$ cat config.mk
export PLATFORM = sky130hd
export DESIGN_NAME = iirdf1_round
export DESIGN_NICKNAME = d
export VERILOG_FILES = /design/src/iirdf1_pkg.sv /design/src/iirdf1_round.sv
export SDC_FILE = /design/constraint.sdc
export NUM_CORES = 1
export LEC_CHECK = 0
export BUFFER_PORTS_ARGS = -buffer_cell sky130_fd_sc_hd__buf_2
export CAP_MARGIN = 20
export CELL_PAD_IN_SITES_DETAIL_PLACEMENT = 0
export CELL_PAD_IN_SITES_GLOBAL_PLACEMENT = 1
export CORE_ASPECT_RATIO = 1.5
export CORE_UTILIZATION = 26
export DETAILED_ROUTE_END_ITERATION = 6
export GPL_TIMING_DRIVEN = 0
export PLACE_DENSITY_LB_ADDON = 0.05
export REMOVE_ABC_BUFFERS = 1
export SLEW_MARGIN = 10
export SYNTH_ARGS = -nofsm -noshare
export SYNTH_HDL_FRONTEND = slang
export SYNTH_SLANG_ARGS = --single-unit
$ cat constraint.sdc
create_clock -name vclk -period 2.4
set_clock_uncertainty 0.1 [all_clocks]
set_input_delay 0.36 -clock vclk [all_inputs]
set_output_delay 0.36 -clock vclk [all_outputs]
set_load 0.05 [all_outputs]
$ cat src/iirdf1_pkg.sv
// ----------------------------------------------------------------------------
// Direct form I IIR filter package
// Widths, register indexes and shared types of the filter.
// ----------------------------------------------------------------------------
package iirdf1_pkg;

  localparam int SAMPLE_W = 16;
  localparam int COEF_W = 20;
  localparam int PROD_W = SAMPLE_W + COEF_W;
  localparam int ACC_W = PROD_W + 3;
  localparam int FRAC_SHIFT = 14;
  localparam int HIST_DEPTH = 3;
  localparam int SAMPLE_MAX = 32767;
  localparam int SAMPLE_MIN = -32768;
  localparam int CFG_IDX_W = 3;
  localparam int B0_RESET = 16384;

  localparam int FEED_FORWARD_TAPS_DEF = 4;
  localparam int FEEDBACK_TAPS_DEF = 4;

  typedef enum logic [CFG_IDX_W-1:0] {
    REG_B0,
    REG_B1,
    REG_B2,
    REG_B3,
    REG_A1,
    REG_A2,
    REG_A3
  } reg_idx_t;

  typedef enum logic {
    KIND_FILTER = 1'b0,
    KIND_CLEAR  = 1'b1
  } kind_t;

  typedef struct packed {
    logic                     b_we;
    logic                     a_we;
    logic signed [COEF_W-1:0] data;
  } cfg_wr_t;

  typedef struct packed {
    logic shift;
    logic clear;
  } step_t;

  typedef struct packed {
    logic signed [SAMPLE_W-1:0] sample;
    logic                       sat;
  } result_t;

endpackage

$ cat src/iirdf1_round.sv
// ----------------------------------------------------------------------------
// IIR filter output rounding
// Rounds the accumulator to nearest, ties up, and clips it to 16 bits.
// ----------------------------------------------------------------------------
module iirdf1_round (
  input  logic signed [iirdf1_pkg::ACC_W-1:0]    acc,
  output logic signed [iirdf1_pkg::SAMPLE_W-1:0] sample,
  output logic                                   sat
);

  localparam logic signed [iirdf1_pkg::ACC_W-1:0] HALF =
    iirdf1_pkg::ACC_W'(1 << (iirdf1_pkg::FRAC_SHIFT - 1));
  localparam logic signed [iirdf1_pkg::ACC_W-1:0] LIM_HI =
    iirdf1_pkg::ACC_W'(iirdf1_pkg::SAMPLE_MAX);
  localparam logic signed [iirdf1_pkg::ACC_W-1:0] LIM_LO =
    iirdf1_pkg::ACC_W'(iirdf1_pkg::SAMPLE_MIN);

  logic signed [iirdf1_pkg::ACC_W-1:0] biased;
  logic signed [iirdf1_pkg::ACC_W-1:0] rounded;

  always_comb begin
    biased  = acc + HALF;
    rounded = biased >>> iirdf1_pkg::FRAC_SHIFT;
    if (rounded > LIM_HI) begin
      sample = iirdf1_pkg::SAMPLE_W'(iirdf1_pkg::SAMPLE_MAX);
      sat    = 1'b1;
    end else if (rounded < LIM_LO) begin
      sample = iirdf1_pkg::SAMPLE_W'(iirdf1_pkg::SAMPLE_MIN);
      sat    = 1'b1;
    end else begin
      sample = rounded[iirdf1_pkg::SAMPLE_W-1:0];
      sat    = 1'b0;
    end
  end

endmodule

==> metrics.txt <==
outcome complete, but fails checks; violated checks negative setup slack; Hold WS 1100 ps; post-synthesis average cell area 6.45 µm²; Initial Util 27.8%; Rows 24; Mapped Cells 128; synth-to-layout area growth 101%; Worst Max-Slew Pin Slew 648 ps; hold buffer count at CTS 0; register area share after synthesis 0%; post-detailed-route wirelength per cell 14.2 µm; Crit-path slowest cell or4_4; Yosys cell types 36; Startpoint Class input port; PortBufs 43; CP Depth 11; largest cells by area after synthesis nand3_1 11%, xnor2_1 9.5%, nand2_1 7.7%; # fillers 307; Post-DP HPWL 2130 µm; Post-synth top cells 18 x nand3_1, 17 x nand2_1, 9 x xnor2_1, 8 x o211ai_1, 7 x nor2_1; biggest cell delay along the critical path 530 ps; crit share post-route 122%; global route total overflow 0; Layout Cells excl Fill 235; Critical Path AT 2480 ps; die height 71.0 µm; P per Cell Area 169 mW/mm²; drt total wl 3330 µm; met2 Use GR 35.7%; final hold vios 0; GP Congestion 0.736; cell family with most CP delay buffers and inverters; worst setup margin -536 ps; Post-Place Cells 202; CP max FO 6; initial antenna violation count 0; P_leak 0.650 nW; # DRC 0; Ys Warns 0; maximum VDD drop 0.0000920 V; CORE AREA 0.00297 mm²; largest net degree at the start of global routing 12; Buffers & Inverters on Critical Path 6; Final Setup Violations 17; sequential cells 0; top cell type's share of synthesized area 10.9%; Final Cell Area 0.00166 mm²; first-pass GRT wire length 4910 µm; die width 48.0 µm; # clk buffers 0; initial detailed-routing violation count 13; FMAX 341 MHz; Post-Syn Area 826 µm²; met1 Track Usage GR 22.4%; TritonRoute pass-1 iters 3; clock period minus worst slack 2940 ps; area of the multi-input gates 976 µm²; Register Area 0 µm²; Antenna Nets Post-Route 0; Min-Delay Path Depth 4; number of global-route vias before repair 1093; Worst Path Required 1940 ps; Antenna Cells 0; cell breakdown of the critical path buf_2, nand4_4, or4_4, buf_4, nor3_4, xnor2_4, buf_6, clkbuf_2, buf_4, a21boi_2, buf_6; RSZ-0062 raised after global routing true; Setup CP Type in -> out; met3 Usage GRT 0.255%; DP Area 0.00105 mm²; Slew Viols, Final 0; post-synth top area cell nand3_1; GR peak layer met2; Worst setup EP type output pin; share of cells above drive strength 1 57.1%; Slew headroom 56.8%; worst hold path type in -> out; vias post-DR 1265; Max-Cap Viols 0; most frequent cell after synthesis nand3_1; Ports 56; die area 0.00341 mm²; GRT Total Usage 18.6%; nets 238; post-DR vias/cell 5.38
## cells by family after synthesis
family / after synthesis / share of synthesized area (%)
muxes: 1 / 1.36
AOI/OAI and AO/OA: 31 / 30.8
buffers and inverters: 13 / 7.27
and+or+nand+nor: 67 / 43.2
adders and majority gates: 1 / 1.51
xor gates and xnor gates: 15 / 15.9
## worst paths after layout
check         to    start
max          sat  acc[20]
min    sample[1]  acc[15]
## where the power goes
group	leakage, nW	internal, mW	switching (mW)
logic	0.650	0.109	0.170
registers	0	0	0
clock network	0	0	0
total	0.650	0.109	0.170
## placed cells by master, fill, tap and decap left out, types with 6 or more instances in the layout
| cell type | synthesis | final |
|---|---|---|
| buf_2 | 3 | 19 |
| buf_4 | 0 | 34 |
| buf_6 | 1 | 17 |
| nand2_1 | 17 | 16 |
| nand3_1 | 18 | 10 |
| nand3_2 | 0 | 6 |
| nor2_1 | 7 | 6 |
| o211ai_1 | 8 | 8 |
| xnor2_1 | 9 | 8 |
| xor2_1 | 6 | 6 |
## per-layer routing
metal,wire [µm],share of wire (%)
met5,0,0
met4,40,1.2
met3,84,2.5
met2,1930,58
met1,1270,38
## cell type report
type	count	share of cell area, %
Timing Repair Buffer	74	35.7
Multi-Input combinational cell	115	58.9
Inverter	5	1.59
Tap cell	39	2.95
Timing Repair inverter	2	0.831
## through the flow
stage | power (mW) | utilization [%] | setup TNS (ps) | worst slack [ps]
finish | 0.279 | 55.7 | -7910 | -536
global placement | 0.196 | 35.3 | -19410 | -1270
CTS | 0.248 | 48.2 | -8410 | -566
floorplan | 0.130 | - | -15510 | -1070
detailed placement | 0.198 | 35.3 | -19700 | -1290
global route | 0.298 | 55.7 | -9310 | -614
## tightest hold or removal path: cells and delay by family
| family | cells | cell delay (ps) |
|---|---|---|
| AO/OA/AOI/OAI | 1 | 60 |
| XOR/XNOR | 1 | 110 |
| buffers and inverters | 2 | 310 |
## timing repair
action                     CTS  global route
setup endpoints to repair   17            17
pin swaps                   23            22
gates cloned                 2             2
gates resized for setup     59            35
setup buffers               18            12
No activity file was read; power rests on OpenSTA's default activity.
