## config.mk

```make
export PLATFORM = sky130hd
export DESIGN_NAME = iirdf1_outbuf
export DESIGN_NICKNAME = d
export VERILOG_FILES = /design/src/iirdf1_pkg.sv /design/src/iirdf1_outbuf.sv
export SDC_FILE = /design/constraint.sdc
export NUM_CORES = 1
export LEC_CHECK = 0
export BUFFER_PORTS_ARGS = -buffer_cell sky130_fd_sc_hd__buf_4
export CAP_MARGIN = 20
export CORE_ASPECT_RATIO = 1.1
export CORE_MARGIN = 2
export CORE_UTILIZATION = 35
export DETAILED_ROUTE_END_ITERATION = 6
export PLACE_DENSITY = 0.54
export SLEW_MARGIN = 20
export SYNTH_ARGS = -nofsm -noshare
export SYNTH_HDL_FRONTEND = slang
export SYNTH_SLANG_ARGS = --single-unit
```

## constraint.sdc

```tcl
create_clock -name clk -period 3.7 [get_ports clk]
set_input_delay 0.185 -clock clk [delete_from_list [all_inputs] [get_ports clk]]
set_output_delay 0.185 -clock clk [all_outputs]
set_load 0.01 [all_outputs]
```

## src/iirdf1_pkg.sv

```systemverilog
// ----------------------------------------------------------------------------
// Direct form I IIR filter package
// Widths, register indexes and shared types of the filter.
// ----------------------------------------------------------------------------
package iirdf1_pkg;

  localparam int SAMPLE_W = 16;
  localparam int COEF_W = 20;
  localparam int PROD_W = SAMPLE_W + COEF_W;
  localparam int ACC_W = PROD_W + 3;
  localparam int FRAC_SHIFT = 14;
  localparam int HIST_DEPTH = 3;
  localparam int SAMPLE_MAX = 32767;
  localparam int SAMPLE_MIN = -32768;
  localparam int CFG_IDX_W = 3;
  localparam int B0_RESET = 16384;

  localparam int FEED_FORWARD_TAPS_DEF = 4;
  localparam int FEEDBACK_TAPS_DEF = 4;

  typedef enum logic [CFG_IDX_W-1:0] {
    REG_B0,
    REG_B1,
    REG_B2,
    REG_B3,
    REG_A1,
    REG_A2,
    REG_A3
  } reg_idx_t;

  typedef enum logic {
    KIND_FILTER = 1'b0,
    KIND_CLEAR  = 1'b1
  } kind_t;

  typedef struct packed {
    logic                     b_we;
    logic                     a_we;
    logic signed [COEF_W-1:0] data;
  } cfg_wr_t;

  typedef struct packed {
    logic shift;
    logic clear;
  } step_t;

  typedef struct packed {
    logic signed [SAMPLE_W-1:0] sample;
    logic                       sat;
  } result_t;

endpackage

```

## src/iirdf1_outbuf.sv

```systemverilog
// ----------------------------------------------------------------------------
// IIR filter output buffer
// Output register with a skid stage, so a new item is taken while the
// previous result still waits downstream.
// ----------------------------------------------------------------------------
module iirdf1_outbuf (
  input  logic                clk,
  input  logic                rst,
  input  logic                in_valid,
  output logic                in_ready,
  input  iirdf1_pkg::result_t in_data,
  output logic                out_valid,
  input  logic                out_ready,
  output iirdf1_pkg::result_t out_data
);

  logic                skid_valid;
  iirdf1_pkg::result_t skid_data;

  assign in_ready = !skid_valid;

  always_ff @(posedge clk) begin
    if (rst) begin
      out_valid  <= 1'b0;
      skid_valid <= 1'b0;
    end else begin
      priority if (skid_valid) begin
        if (out_ready) begin
          out_data   <= skid_data;
          skid_valid <= 1'b0;
        end
      end else if (in_valid) begin
        if (!out_valid || out_ready) begin
          out_data  <= in_data;
          out_valid <= 1'b1;
        end else begin
          skid_data  <= in_data;
          skid_valid <= 1'b1;
        end
      end else begin
        if (out_ready) begin
          out_valid <= 1'b0;
        end
      end
    end
  end

endmodule

```

==> results.sh <==
export IMPL_rsz0062_at_grt="false"
export IMPL_peakVddDrop_mv=0.2198
export IMPL_drv_cap=0
export IMPL_power_frac_clock_pct=32.7
export IMPL_ff_latch_area_mm2=0.001061
export IMPL_synth_flop_cell="edfxtp_1"
export IMPL_cp_cell_sequence="inv_6, a211oi_4"
export IMPL_switchingPower_mw=0.1636
export IMPL_synth_distinct_cells=13
export IMPL_required_ps=3600
export IMPL_dr_total_vias=723
export IMPL_start_util_pct=36.82
export IMPL_ys_warnings_count=0
export IMPL_instances_no_fill=161
export IMPL_wl_um=2181
export IMPL_track_usage_pct=11.43
export IMPL_yosysSeqAreaShare_pct=78.23
export IMPL_clock_sinks=36
export IMPL_antenna_found_initial=0
export IMPL_syn2layout_area_growth_pct=32.01
export IMPL_clock_fmax_mhz=436.8
export IMPL_synth_area_leaders="edfxtp_1 (75%), mux2_2 (14%), dfxtp_1 (3.0%)"
export IMPL_clockRootBuffer="clkbuf_8"
export IMPL_num_rows=23
export IMPL_die_y_um=69.29
export IMPL_coreArea_mm2=0.003684
export IMPL_antennaDiodeCount=0
export IMPL_synthTopCellsByCount="edfxtp_1 (34), mux2_2 (17), a211oi_2 (2), buf_6 (2), dfxtp_1 (2)"
export IMPL_cpMaxStageDelayCell="dfxtp_1"
export IMPL_drtPass1Iterations=2
export IMPL_multi_input_area_um2=274.0
export IMPL_p_int_mw=0.6332
export IMPL_fillers=353
export IMPL_slew_limit_headroom_pct=30.85
export IMPL_cts_buffer_depth=2
export IMPL_drc_errors=0
export IMPL_cts_setup_buffers=0
export IMPL_die_area_mm2=0.004390
export IMPL_met3_usage_pct=6.331
export IMPL_nets=131
export IMPL_grt_pass1_wl_um=3739
export IMPL_cp_depth=2
export IMPL_async_flop_share_pct=0
export IMPL_tritoncts="yes"
export IMPL_portBuffers=39
export IMPL_grt_pass1_vias=785
export IMPL_drtIter0Drc=9
export IMPL_worst_slew_pin_slew_ps=1036
export IMPL_path_delay_family="flip-flops"
export IMPL_overflow=0
export IMPL_critPathMaxStageDelay_ps=1010
export IMPL_combPwrFrac_pct=8.4
export IMPL_worst_ep_arrival_time_ps=2190
export IMPL_worstHoldPathType="in2reg"
export IMPL_cts_buffers=5
export IMPL_hold_depth=2
export IMPL_r2r_cells=2
export IMPL_cellLeakagePower_nw=0.6468
export IMPL_avgViaCountPerCell=4.491
export IMPL_synth_most_common_cell="edfxtp_1"
export IMPL_antenna_left=0
export IMPL_die_x_um=63.36
export IMPL_syn_inst=65
export IMPL_cts_repair_resized=0
export IMPL_numPlacedInstances=153
export IMPL_path_class="reg2reg"
export IMPL_synth_area_per_cell_um2=20.87
export IMPL_met2_usage_pct=16.14
export IMPL_busiest_layer="met2"
export IMPL_final_setup_tns_ps=0
export IMPL_post_route_period_util_pct=61.87
export IMPL_netlist_area_mm2=0.001356
export IMPL_sw_frac_of_total_pct=20.53
export IMPL_setup_slack_ps=1411
export IMPL_dp_final_hpwl_um=1436
export IMPL_grt_met1_usage_pct=14.30
export IMPL_synth_top_area_share_pct=75.28
export IMPL_cp_start_kind="flop"
export IMPL_status="finished, final reports clean"
export IMPL_drive_gt1_share_pct=61.26
export IMPL_io_pin_count=40
export IMPL_yosys_area_top_type="edfxtp_1"
export IMPL_synth_edf_count=34
export IMPL_worst_path_buf_inv=1
export IMPL_clock_latency_ps=280
export IMPL_grt_max_degree=23
export IMPL_pwr_share_seq_pct=58.9
export IMPL_post_place_ws_ps=1423
export IMPL_path_clk_slew_ps=70
export IMPL_wl_per_cell_um=13.55
export IMPL_period_minus_slack_ps=2289
export IMPL_ys_ff_latch=36
export IMPL_power_density_mw_per_mm2=445.0
export IMPL_finalHoldViolCount=0
export IMPL_cts_max_level=2
export IMPL_finalMaxSlewViolations=0
export IMPL_hold_buffers=0
export IMPL_syn_nets=86
export IMPL_endpoint_kind="flop"
export IMPL_gp_congestion=0.6571
export IMPL_final_setup_viol_count=0
export IMPL_finClkSkew_ps=6.973
export IMPL_cp_max_fo=22
registers in the layout (all words and copies together), names as in the netlist:
| name | count |
|---|---|
| skid_valid | 1 |
| out_data | 17 |
| skid_data | 17 |
| out_valid | 1 |
layout make-up:
type,count,area share (%)
clock buffer,7,4.263
clock inverter,1,0.2096
inverter,2,0.6988
multi-input combinational,25,15.30
sequential,36,59.26
tap,50,3.494
timing repair buffer,40,16.77
power by group through the flow:
stage / Combinational, mW / Sequential [mW] / Clock (mW)
after floorplan: 0.0243 / 0.481 / 0
after global placement: 0.0677 / 0.478 / 0
after detailed placement: 0.0683 / 0.478 / 0
after CTS: 0.0686 / 0.469 / 0.269
after global routing: 0.0731 / 0.471 / 0.293
final: 0.0671 / 0.469 / 0.261
metrics by stage:
stage	hold WS, ps	power (mW)	area (um^2)	utilization (%)
2_1_floorplan	249.6	0.5055	1356	-
3_3_place_gp	372.5	0.5455	1710	46.43
3_5_place_dp	375.6	0.5462	1710	46.43
4_1_cts	73.14	0.8068	1790	48.61
5_1_grt	61.41	0.8364	1790	48.61
6_report	83.58	0.7968	1790	48.61
layer usage:
metal / wire (um) / part of all wire, %
met5: 0 / 0
met3: 172 / 7.9
met4: 40 / 1.8
met1: 1043 / 48
met2: 924 / 42
kinds of logic after synthesis:
kind of cell / after synthesis / share of synthesized area (%)
AO/OA/AOI/OAI: 4 / 3.229
AND/OR/NAND/NOR: 4 / 1.845
buffers and inverters: 4 / 2.583
multiplexers: 17 / 14.11
flip-flops: 36 / 78.23
cells in the final DEF (no fill, tap or decap), drive strengths merged:
master	count
buf	40
edfxtp	34
mux2	17
clkbuf	7
dfxtp	2
inv	2
a211oi	2
o21ba	1
nand2	1
nor4	1
and2b	1
nand2b	1
o32ai	1
clkinv	1
path summary, 6_finish.rpt:
check | from | to | slack (ps)
min | out_ready | skid_valid | 80
max | skid_valid | out_data[5] | 1410
min reg2reg | out_valid | out_valid | 510
max reg2reg | skid_valid | out_data[5] | 1410
(Power assumes the default switching activity.)
