File: src/iirdf1_pkg.sv
// ----------------------------------------------------------------------------
// Direct form I IIR filter package
// Widths, register indexes and shared types of the filter.
// ----------------------------------------------------------------------------
package iirdf1_pkg;

  localparam int SAMPLE_W = 16;
  localparam int COEF_W = 20;
  localparam int PROD_W = SAMPLE_W + COEF_W;
  localparam int ACC_W = PROD_W + 3;
  localparam int FRAC_SHIFT = 14;
  localparam int HIST_DEPTH = 3;
  localparam int SAMPLE_MAX = 32767;
  localparam int SAMPLE_MIN = -32768;
  localparam int CFG_IDX_W = 3;
  localparam int B0_RESET = 16384;

  localparam int FEED_FORWARD_TAPS_DEF = 4;
  localparam int FEEDBACK_TAPS_DEF = 4;

  typedef enum logic [CFG_IDX_W-1:0] {
    REG_B0,
    REG_B1,
    REG_B2,
    REG_B3,
    REG_A1,
    REG_A2,
    REG_A3
  } reg_idx_t;

  typedef enum logic {
    KIND_FILTER = 1'b0,
    KIND_CLEAR  = 1'b1
  } kind_t;

  typedef struct packed {
    logic                     b_we;
    logic                     a_we;
    logic signed [COEF_W-1:0] data;
  } cfg_wr_t;

  typedef struct packed {
    logic shift;
    logic clear;
  } step_t;

  typedef struct packed {
    logic signed [SAMPLE_W-1:0] sample;
    logic                       sat;
  } result_t;

endpackage

File: src/iirdf1_cell.sv
// ----------------------------------------------------------------------------
// IIR filter history cell
// Holds one past input, one past output and their two coefficients, adds the
// x term to the sum, subtracts the y term, hands its history to the next cell.
// ----------------------------------------------------------------------------
module iirdf1_cell #(
  parameter bit USE_B = 1'b1,
  parameter bit USE_A = 1'b1
) (
  input  logic                                     clk,
  input  logic                                     rst,
  input  iirdf1_pkg::cfg_wr_t                      cfg,
  input  iirdf1_pkg::step_t                        step,
  input  logic signed [iirdf1_pkg::SAMPLE_W-1:0]   x_in,
  input  logic signed [iirdf1_pkg::SAMPLE_W-1:0]   y_in,
  output logic signed [iirdf1_pkg::SAMPLE_W-1:0]   x_out,
  output logic signed [iirdf1_pkg::SAMPLE_W-1:0]   y_out,
  input  logic signed [iirdf1_pkg::ACC_W-1:0]      sum_in,
  output logic signed [iirdf1_pkg::ACC_W-1:0]      sum_out
);

  logic signed [iirdf1_pkg::COEF_W-1:0]   coef_b;
  logic signed [iirdf1_pkg::COEF_W-1:0]   coef_a;
  logic signed [iirdf1_pkg::SAMPLE_W-1:0] x_hist;
  logic signed [iirdf1_pkg::SAMPLE_W-1:0] y_hist;
  logic signed [iirdf1_pkg::PROD_W-1:0]   prod_b;
  logic signed [iirdf1_pkg::PROD_W-1:0]   prod_a;

  always_ff @(posedge clk) begin
    if (rst) begin
      coef_b <= '0;
      coef_a <= '0;
      x_hist <= '0;
      y_hist <= '0;
    end else begin
      if (cfg.b_we) begin
        coef_b <= cfg.data;
      end
      if (cfg.a_we) begin
        coef_a <= cfg.data;
      end
      if (step.shift) begin
        x_hist <= step.clear ? '0 : x_in;
        y_hist <= step.clear ? '0 : y_in;
      end
    end
  end

  always_comb begin
    prod_b = '0;
    prod_a = '0;
    if (USE_B) begin
      prod_b = coef_b * x_hist;
    end
    if (USE_A) begin
      prod_a = coef_a * y_hist;
    end
    sum_out = sum_in + iirdf1_pkg::ACC_W'(prod_b) - iirdf1_pkg::ACC_W'(prod_a);
  end

  assign x_out = x_hist;
  assign y_out = y_hist;

endmodule

File: config.mk
export PLATFORM = sky130hd
export DESIGN_NAME = iirdf1_cell
export DESIGN_NICKNAME = d
export VERILOG_FILES = /design/src/iirdf1_pkg.sv /design/src/iirdf1_cell.sv
export SDC_FILE = /design/constraint.sdc
export NUM_CORES = 2
export LEC_CHECK = 0
export ABC_CLOCK_PERIOD_IN_PS = 11140
export BUFFER_PORTS_ARGS = -buffer_cell sky130_fd_sc_hd__buf_2
export CAP_MARGIN = 25
export CELL_PAD_IN_SITES_DETAIL_PLACEMENT = 0
export CELL_PAD_IN_SITES_GLOBAL_PLACEMENT = 1
export CORE_ASPECT_RATIO = 0.75
export CORE_MARGIN = 10
export CORE_UTILIZATION = 51
export CTS_BUF_LIST = sky130_fd_sc_hd__clkbuf_16
export CTS_CLUSTER_DIAMETER = 120
export DETAILED_ROUTE_END_ITERATION = 16
export PLACE_DENSITY_LB_ADDON = 0.25
export SLEW_MARGIN = 20
export SYNTH_ARGS = -nofsm -noshare
export SYNTH_HDL_FRONTEND = slang
export SYNTH_SLANG_ARGS = --single-unit
File: constraint.sdc
create_clock -name clk -period 11.14 [get_ports clk]
set_input_delay 1.114 -clock clk [delete_from_list [all_inputs] [get_ports clk]]
set_output_delay 1.114 -clock clk [all_outputs]
set_load 0.01 [all_outputs]
==> impl_metrics.json <==
{
  "ant_nets": 0,
  "grt_max_degree": 73,
  "r2r.worst_path.cells": 4,
  "hpwl_um": 70100,
  "holdBufCountCts": 0,
  "cts.clk_slew.worst_paths_ns": 0.08,
  "worst_slew_margin_rel_pct": 33.4,
  "worstPathRequired_ns": 10.03,
  "ir_drop_mv": 0.891,
  "die_x_um": 293,
  "rows": 75,
  "vias": 19900,
  "grt_usage_pct": 25.5,
  "routabilityCongestion": 0.910,
  "htree_levels": 3,
  "drt_iter0_markers": 1651,
  "remaining_drc_errors": 0,
  "setup_tns_ns": 0,
  "grt_pass1_vias": 21500,
  "r2r_end": "x_out[15]",
  "dp_cells": 3813,
  "final_cell_mix": "823 x inv_1, 774 x fa_1, 319 x and2_1",
  "cts_resized": 0,
  "syn_nets": 4063,
  "multiInputGateArea_um2": 23500,
  "fmax_mhz": 101,
  "setup_viol": 0,
  "port_buffers": 167,
  "pin_count": 168,
  "worst_skew_pair.late_latency_ns": 0.37,
  "synth_edf_count": 0,
  "final_common_cell": "inv_1",
  "yosysWarnings": 0,
  "crit_path_end_kind": "output port",
  "antenna_found_initial": 0,
  "async_flop_share_pct": 0,
  "dpl_cell_area_um2": 30000,
  "synth-seq-cells": 72,
  "hold_path.class": "flop to flop",
  "grt_pass1_wl_um": 129000,
  "rsz0062_at_grt": "false",
  "finalNetCount": 4140,
  "worst-slew-pin-transition_ns": 0.998,
  "first_pass_iters": 5,
  "postCtsSetupRepairBufs": 0,
  "ys_types": 58,
  "final-seq-area_um2": 1440,
  "hold_viol_final": 0,
  "ctsLongestPathBuffers": 2,
  "yosysSeqAreaShare_pct": 5.05,
  "floorplan.initialDensity_pct": 51.3,
  "leakage_nw": 15.1,
  "final_area_um2": 30300,
  "fin_cells": 3829,
  "routed_wl_um": 80100,
  "fillCellCount": 5082,
  "clock-sinks": 72,
  "die_h_um": 225,
  "cpPeakStageDelay_ns": 0.88,
  "crit_type": "flop to output port",
  "critPathArrivalTime_ns": 8.78,
  "outcome": "complete, no violations",
  "crit_start": "x_out[1]",
  "post-route-min-period_ns": 9.89,
  "die_area_um2": 65900,
  "crit_path_frequent_cell": "fa_1",
  "critPathMaxFanout": 22,
  "cellPowerDensity_nw_per_um2": 314,
  "drv_cap": 0,
  "post-route-period-util_pct": 88.8,
  "cp-endpoint": "sum_out[38]",
  "ys.flop_type": "dfxtp_1",
  "cpMaxStageDelayCell": "dfxtp_1",
  "drive_gt1_share_pct": 7.00,
  "core-area_um2": 55600,
  "path_cells": "nand2_1 > fa_1 > inv_1 > fa_1 > inv_1 > fa_1 > inv_1 > fa_1 > fa_1 > fa_1 > fa_1 > inv_1 > fa_1 > inv_1 > ha_1 > nand4_1 > or2_2 > nor3b_1 > a211oi_2 > a21oi_2 > o21ai_1 > a211oi_1 > buf_2",
  "syn-mean-instance-area_um2": 9.46,
  "cts-root-buf": "clkbuf_16",
  "grt.overflow.total": 0,
  "finalMaxSlewViolations": 0,
  "viasPerCell": 5.21,
  "reg2reg_setup_slack_ns": 9.58,
  "syn_inst": 3016,
  "tritoncts": "built",
  "antenna_cells": 0,
  "cts_buffers": 9,
  "wl_per_cell_um": 20.9,
  "finClkSkew_ns": 0,
  "syn_area_um2": 28500,
  "syn2layout_area_growth_pct": 6.11,
  "power_mw": 9.50,
  "r2r_start": "x_out[15]",
  "startpoint_type": "flop"
}
## metal layers
metal / global-route usage [%] / vias to the layer above / share of wire (%) / wire length [µm]
met4: 3.17 / 0 / 1.0 / 841
met3: 7.69 / 40 / 12 / 9310
met5: 0 / - / 0 / 0
met2: 33.7 / 870 / 39 / 31200
met1: 41.0 / 10300 / 48 / 38800
li1: - / 8727 / - / -
## kinds of logic (layout without fill, tap and decap cells)
kind of cell               after synthesis  in the layout  synth area share [%]
DFF                                     72             72                  5.05
and+or+nand+nor                        823            823                  14.5
adders and majority gates              950            950                  62.0
AOI/OAI and AO/OA                      142            142                  3.27
muxes                                   41             41                  1.44
xor gates and xnor gates                42             42                  1.29
buffers and inverters                  946           1028                  12.5
## metrics by stage
stage | setup slack, ns | util, % | hold slack, ns
after floorplan | 2.78 | - | 0.512
after global placement | 1.85 | 53.9 | 0.612
after detailed placement | 1.76 | 53.9 | 0.625
after CTS | 1.26 | 54.4 | 0.645
after global routing | 0.806 | 54.4 | 0.667
final | 1.25 | 54.4 | 0.662
## worst max-delay path, delay by kind of cell (launching register included)
family / cells / cell delay (ns)
compound gates: 4 / 0.76
flops: 1 / 0.88
buf+inv: 6 / 0.61
simple gates: 4 / 1.17
fa+ha+maj: 9 / 4.98
## Yosys cell counts (33+ instances only)
master,count,share of area (%)
a21oi_1,58,1.0
and2_1,319,7.0
clkbuf_1,122,1.6
dfxtp_1,72,5.0
fa_1,774,54
ha_1,176,7.7
inv_1,823,11
mux2i_1,41,1.4
nand2_1,298,3.9
nor2_1,104,1.4
nor2b_1,53,1.2
xnor2_1,33,1.0
## final cells by class
class / count / area share (%)
timing repair buffer: 189 / 3.30
clock inverter: 7 / 0.231
tap: 731 / 3.02
multi-input combinational: 1998 / 77.7
sequential: 72 / 4.76
inverter: 823 / 10.2
clock buffer: 9 / 0.744
## worst min path at each step
stage	from	to	depth (start not counted)
after floorplan	y_out[14]	y_out[14]	2
after global placement	coef_b[10]	coef_b[10]	2
after detailed placement	coef_b[10]	coef_b[10]	2
after CTS	coef_b[10]	coef_b[10]	2
after global routing	coef_b[10]	coef_b[10]	2
final	coef_b[10]	coef_b[10]	2
## flip-flops by register name (all words and copies together), names as in the netlist
| register | cells |
|---|---|
| y_out | 16 |
| x_out | 16 |
| coef_a | 20 |
| coef_b | 20 |
## where the power goes
| part | switching, mW | total (mW) | internal [mW] | leakage, nW |
|---|---|---|---|---|
| Combinational | 5.20 | 8.84 | 3.63 | 14.4 |
| Sequential | 0.0623 | 0.332 | 0.270 | 0.592 |
| Clock | 0.153 | 0.327 | 0.174 | 0.147 |
| Total | 5.42 | 9.50 | 4.08 | 15.1 |
Note: power is estimated with default switching activity, not from simulation.
